<file path="config.mk">
export PLATFORM = sky130hd
export DESIGN_NAME = lstr_seq
export DESIGN_NICKNAME = d
export VERILOG_FILES = /design/src/rtl/core/lstr_pkg.sv /design/src/rtl/core/lstr_seq.sv
export VERILOG_INCLUDE_DIRS = /design/src /design/src/rtl/core
export SDC_FILE = /design/constraint.sdc
export NUM_CORES = 1
export LEC_CHECK = 0
export BUFFER_PORTS_ARGS = -buffer_cell sky130_fd_sc_hd__buf_2
export CAP_MARGIN = 10
export CORE_MARGIN = 4
export CORE_UTILIZATION = 35
export CTS_CLUSTER_DIAMETER = 120
export DETAILED_ROUTE_END_ITERATION = 7
export GPL_TIMING_DRIVEN = 0
export PLACE_DENSITY_LB_ADDON = 0.2
export SLEW_MARGIN = 20
export SYNTH_ARGS = -nofsm -noshare
export SYNTH_HDL_FRONTEND = slang
export SYNTH_SLANG_ARGS = --single-unit
</file>
<file path="constraint.sdc">
create_clock -name clk -period 4.33 [get_ports clk]
set_clock_uncertainty 0.15 [all_clocks]
set_input_delay 0.433 -clock clk [delete_from_list [all_inputs] [get_ports clk]]
set_output_delay 0.433 -clock clk [all_outputs]
set_load 0.005 [all_outputs]
</file>
<file path="src/rtl/core/least_service_thread_ranker_core_defines.svh">
// Assertion helpers used by the ranker sequencer (lstr_seq).
`ifndef LEAST_SERVICE_THREAD_RANKER_CORE_DEFINES_SVH
`define LEAST_SERVICE_THREAD_RANKER_CORE_DEFINES_SVH

// Same-cycle implication, checked outside reset.
`define LSTR_ASSERT_IMP(lbl, clk, rst_n, ante, cons) \
  lbl: assert property (@(posedge clk) disable iff (!rst_n) (ante) |-> (cons)) \
    else $error("ranker check failed");

// Next-cycle implication, checked outside reset.
`define LSTR_ASSERT_NXT(lbl, clk, rst_n, ante, cons) \
  lbl: assert property (@(posedge clk) disable iff (!rst_n) (ante) |=> (cons)) \
    else $error("ranker check failed");

`endif

</file>
<file path="src/rtl/core/lstr_pkg.sv">
`timescale 1ns / 1ps
package lstr_pkg;

  localparam int NUM_THREADS_DEF     = 16;
  localparam int MAX_CONTROLLERS_DEF = 16;

  localparam int SVC_W   = 32;
  localparam int TOTAL_W = 48;
  localparam int DECAY_W = 16;
  localparam int CC_W    = 5;
  localparam int RANK_W  = 4;
  localparam int TID_W   = 4;
  localparam int ACT_W   = 2;

  localparam logic [CC_W-1:0]    CC_RESET    = 5'd1;
  localparam logic [DECAY_W-1:0] DECAY_RESET = 16'd57344;

  typedef enum logic [ACT_W-1:0] {
    ACT_REPORT = 2'd0,
    ACT_DONE   = 2'd1,
    ACT_QUERY  = 2'd2,
    ACT_NONE   = 2'd3
  } action_t;

  typedef enum logic {
    REG_CTRL_COUNT = 1'b0,
    REG_DECAY      = 1'b1
  } reg_idx_t;

  // Phase strobes broadcast from the sequencer to every cell.
  typedef struct packed {
    logic               mul;
    logic               add;
    logic               load;
    logic               sweep;
    logic [DECAY_W-1:0] alpha;
  } lstr_ctl_t;

endpackage

</file>
<file path="src/rtl/core/lstr_seq.sv">
`timescale 1ns / 1ps
`include "least_service_thread_ranker_core_defines.svh"
module lstr_seq #(
  parameter int NUM_THREADS     = lstr_pkg::NUM_THREADS_DEF,
  parameter int MAX_CONTROLLERS = lstr_pkg::MAX_CONTROLLERS_DEF
) (
  input  logic                         clk,
  input  logic                         rst_n,
  input  logic                         done_i,
  input  logic [lstr_pkg::CC_W-1:0]    ctrl_count_i,
  input  logic [lstr_pkg::DECAY_W-1:0] alpha_i,
  output lstr_pkg::lstr_ctl_t          ctl_o,
  output logic                         idle_o
);
  import lstr_pkg::*;

  localparam int SCW = (NUM_THREADS > 2) ? $clog2(NUM_THREADS) : 1;
  localparam int FCW = $clog2(MAX_CONTROLLERS + 1);
  localparam logic [SCW-1:0] SWEEP_LAST = SCW'(NUM_THREADS - 2);

  typedef enum logic [4:0] {
    S_IDLE  = 5'b00001,
    S_MUL   = 5'b00010,
    S_ADD   = 5'b00100,
    S_LOAD  = 5'b01000,
    S_SWEEP = 5'b10000
  } state_t;

  state_t         state_r, state_nxt;
  logic [SCW-1:0] cnt_r, cnt_nxt;
  logic [FCW-1:0] fin_r, fin_nxt;
  logic [6:0]     need;
  logic [6:0]     fin_inc;
  logic           start;

  always_comb begin
    if (ctrl_count_i == '0) begin
      need = 7'd1;
    end else if (7'(ctrl_count_i) > 7'(MAX_CONTROLLERS)) begin
      need = 7'(MAX_CONTROLLERS);
    end else begin
      need = 7'(ctrl_count_i);
    end
    fin_inc = 7'(fin_r) + 7'd1;
    start   = done_i && (fin_inc >= need);
    fin_nxt = fin_r;
    if (done_i) begin
      fin_nxt = start ? '0 : FCW'(fin_inc);
    end
  end

  always_comb begin
    state_nxt = state_r;
    cnt_nxt   = cnt_r;
    unique case (state_r)
      S_IDLE:  if (start) state_nxt = S_MUL;
      S_MUL:   state_nxt = S_ADD;
      S_ADD:   state_nxt = S_LOAD;
      S_LOAD: begin
        state_nxt = S_SWEEP;
        cnt_nxt   = '0;
      end
      S_SWEEP: begin
        cnt_nxt = cnt_r + 1'b1;
        if (cnt_r == SWEEP_LAST) state_nxt = S_IDLE;
      end
      default: state_nxt = S_IDLE;
    endcase
  end

  always_ff @(posedge clk) begin
    if (!rst_n) begin
      state_r <= S_IDLE;
      cnt_r   <= '0;
      fin_r   <= '0;
    end else begin
      state_r <= state_nxt;
      cnt_r   <= cnt_nxt;
      fin_r   <= fin_nxt;
    end
  end

  always_comb begin
    ctl_o.mul   = (state_r == S_MUL);
    ctl_o.add   = (state_r == S_ADD);
    ctl_o.load  = (state_r == S_LOAD);
    ctl_o.sweep = (state_r == S_SWEEP);
    ctl_o.alpha = alpha_i;
  end

  assign idle_o = (state_r == S_IDLE);

  `LSTR_ASSERT_IMP(a_done_only_idle, clk, rst_n, done_i, state_r == S_IDLE)
  `LSTR_ASSERT_NXT(a_start_to_mul, clk, rst_n, start, state_r == S_MUL)
  `LSTR_ASSERT_NXT(a_mul_to_add, clk, rst_n, state_r == S_MUL, state_r == S_ADD)
  `LSTR_ASSERT_NXT(a_load_clears_cnt, clk, rst_n, state_r == S_LOAD, cnt_r == '0)
  `LSTR_ASSERT_NXT(a_sweep_ends, clk, rst_n,
                   (state_r == S_SWEEP) && (cnt_r == SWEEP_LAST), state_r == S_IDLE)

endmodule

</file>
==> metrics.yaml <==
floorplan:
  io_pins: 45
  core-area_sq_um: 2805
  initial_utilization_pct: 37.42
  die_height_um: 62.77
  placement_rows: 19
  dieWidth_um: 62.77
  die_area_sq_um: 3939
setup_path:
  regToRegSetupSlack_ns: 2.06
  worstRegToRegCells: 7
  max_stage_delay_ns: 0.42
  crit-reg2reg-capture: "state_r[1]"
  critical_path_peak_fanout: 7
  path_buf_inv: 0
  crit_type: "flop to flop"
  cp_common_cell: "ha_1"
  critPathSlowestCell: "dfxtp_1"
  critical_path_arrival_ns: 2.30
  crit_path_end_kind: "flop"
  timing.critical_path.from_type: "flop"
  cp.required_ns: 4.36
  regToRegStartpoint: "fin_r[0]"
  crit_chain: "ha_1 > nand3_1 > xnor2_1 > ha_1 > a21oi_1 > o21ai_2 > o2111a_1"
  critical_path.top_delay_family: "compound AO/OA/AOI/OAI gates"
timing:
  fin_setup_tns_ns: 0
  rsz_0062_raised_after_global_routing: "no"
  upper_clock_frequency_limit_ghz: 0.4402
  post-route-worst-setup-slack_ns: 2.058
  final_worst_path_period_share_pct: 52.47
  slew_violations: 0
  finalSetupViolCount: 0
  report.final.hold_viol_count: 0
  max_slew.worst_pin.slew_ns: 0.4268
  max_slew_margin_pct: 71.54
  post_layout_min_period_ns: 2.272
flow_run:
  max_cap_viol_count: 0
clocking:
  cts_tree: "yes"
  clk_pin_slew_worst_paths_ns: 0.08
  number_of_buffers_created_by_cts: 3
  cts.root.buffer_cell: "clkbuf_4"
  post_cts.resized_instances: 0
  postCtsSetupRepairBufs: 0
  clock_tree.htree_level_count: 1
  clkSinkCount: 14
  holdBufCountCts: 0
  clk_latency_ns: 0.29
  clock_path_buffers: 2
cells_and_area:
  fin_util_pct: 44.42
  nFillCells: 291
  num_antenna_cells: 0
  multi_input_area_sq_um: 601.8
  seqCellArea_sq_um: 280.3
  drive_gt1_share_pct: 37.01
  nets: 188
  syn2layout_area_growth_pct: 18.71
routing:
  post_dr_vias_cell: 5.092
  avg_wl_per_cell_um: 11.88
  num_vias: 942
  drc: 0
  drtIter0Drc: 41
  detail_route.wirelength_mm: 2.198
  antenna_violating_nets_post_route: 0
  drt-pass1-iter-count: 4
logic_synthesis:
  synth.lib_cells_used.distinct: 36
  ys.warnings.count: 0
  leading_area_contributor_after_synthesis: "dfxtp_1"
  ys.flop_type: "dfxtp_1"
  share_of_synthesized_registers_carrying_an_async_set_or_reset_pct: 0
  netlist_area_sq_um: 1050
  syn_inst: 124
  post-synth-top-count-cell: "buf_4"
  postSynthAreaPerCell_sq_um: 8.466
  synth_top_area_share_pct: 26.70
  postSynthNetCount: 156
  yosysSeqAreaShare_pct: 26.70
  synth_area_leaders: "dfxtp_1, buf_4, ha_1, nand3_1, nand3b_1"
  ys_seq_elements: 14
  ys_top_cells_by_count: "buf_4, dfxtp_1, nand3_1"
  count_of_flip_flops_with_a_built_in_enable_after_synthesis: 0
placement:
  io_buffers: 27
  post-dp-hpwl_mm: 1.784
  globalplace.congestion: 0.7742
  dp_worst_setup_slack_ns: 2.076
hold_path:
  hp-start: "rst_n"
  timing.hold.worst.class: "primary input to flop"
  hold-path-endpoint: "fin_r[0]"
  worst_hold_path.num_cells: 3
grt:
  grt_start_max_net_pins: 11
  grt_first_pass_wirelength_mm: 3.643
  antenna_violations_before_repair: 0
  grt.overflow.total: 0
  grt_usage_pct: 11.24
  vias_in_the_first_global_route: 899
outcome:
  status: "finished clean"
power:
  p_leak_nw: 0.6293
  irDropWorstVdd_mv: 0.06276
  cellPowerDensity_nw_per_um2: 221.1
  total_power_uw: 275.6
## kinds of logic (layout without fill, tap and decap cells)
group | Yosys count | in the layout | share of synthesized area [%]
simple gates | 50 | 50 | 28.13
xor+xnor | 6 | 6 | 5.006
compound gates | 19 | 19 | 14.66
flops | 14 | 14 | 26.70
buf+inv | 27 | 57 | 15.97
fa+ha+maj | 8 | 8 | 9.536
## power by group
part	internal [mW]	switching [mW]	total, mW
Combinational	0.0333	0.0300	0.0633
Clock	0.0323	0.0438	0.0762
Sequential	0.132	0.00414	0.136
Total	0.198	0.0779	0.276
## cell type report
type                            instances  area share (%)
Tap cell                               31           3.112
Buffer                                 20           11.35
Inverter                                7           2.108
Sequential cell                        14           22.49
Timing Repair Buffer                   27           10.84
Clock buffer                            3           1.807
Multi-Input combinational cell         83           48.29
## per-stage QoR
| stage | cells | area [sq um] | hold WS (ns) |
|---|---|---|---|
| after global routing | 185 | 1246 | 0.3573 |
| after floorplan | 124 | 1050 | 0.3193 |
| after global placement | 182 | 1224 | 0.3347 |
| final | 185 | 1246 | 0.3360 |
| after detailed placement | 182 | 1224 | 0.3455 |
| after CTS | 185 | 1246 | 0.3383 |
## cells in the final DEF, fill, tap and decap left out, types with 4 or more instances in the layout
master,n
a21oi_1,4
buf_2,28
buf_4,17
dfxtp_1,14
ha_1,8
inv_1,7
nand2_1,7
nand3_1,12
nand3b_1,6
nor2_1,7
xor2_1,5
## worst max-delay path by stage
stage          cells past startpoint  slack (ns)            start    endpoint
2_1_floorplan                      7        2.31         fin_r[0]  state_r[1]
3_3_place_gp                       7        2.09         fin_r[0]  state_r[1]
3_5_place_dp                       9        2.08  ctrl_count_i[1]  state_r[1]
4_1_cts                            7        2.05         fin_r[0]  state_r[1]
5_1_grt                            7        1.89         fin_r[0]  state_r[1]
6_report                           7        2.06         fin_r[0]  state_r[1]
## sequential cells by signal, indices dropped and copies added, names as in the netlist
register / flops
cnt_r: 4
state_r: 5
fin_r: 5
## tightest hold or removal path, delay by kind of cell
kind	cells	cell delay, ns
buf+inv	1	0.15
simple gates	1	0.09
compound gates	1	0.06
## layer usage
metal | share of wire, % | up-vias | global-route usage (%) | wire length, um
li1 | - | 481 | - | -
met1 | 46 | 425 | 13.06 | 1020
met2 | 46 | 31 | 19.71 | 1010
met3 | 5.2 | 5 | 1.259 | 114
met4 | 2.4 | 0 | 6.612 | 53
met5 | 0 | - | 0 | 0
Power figures use the tool's default switching activity.
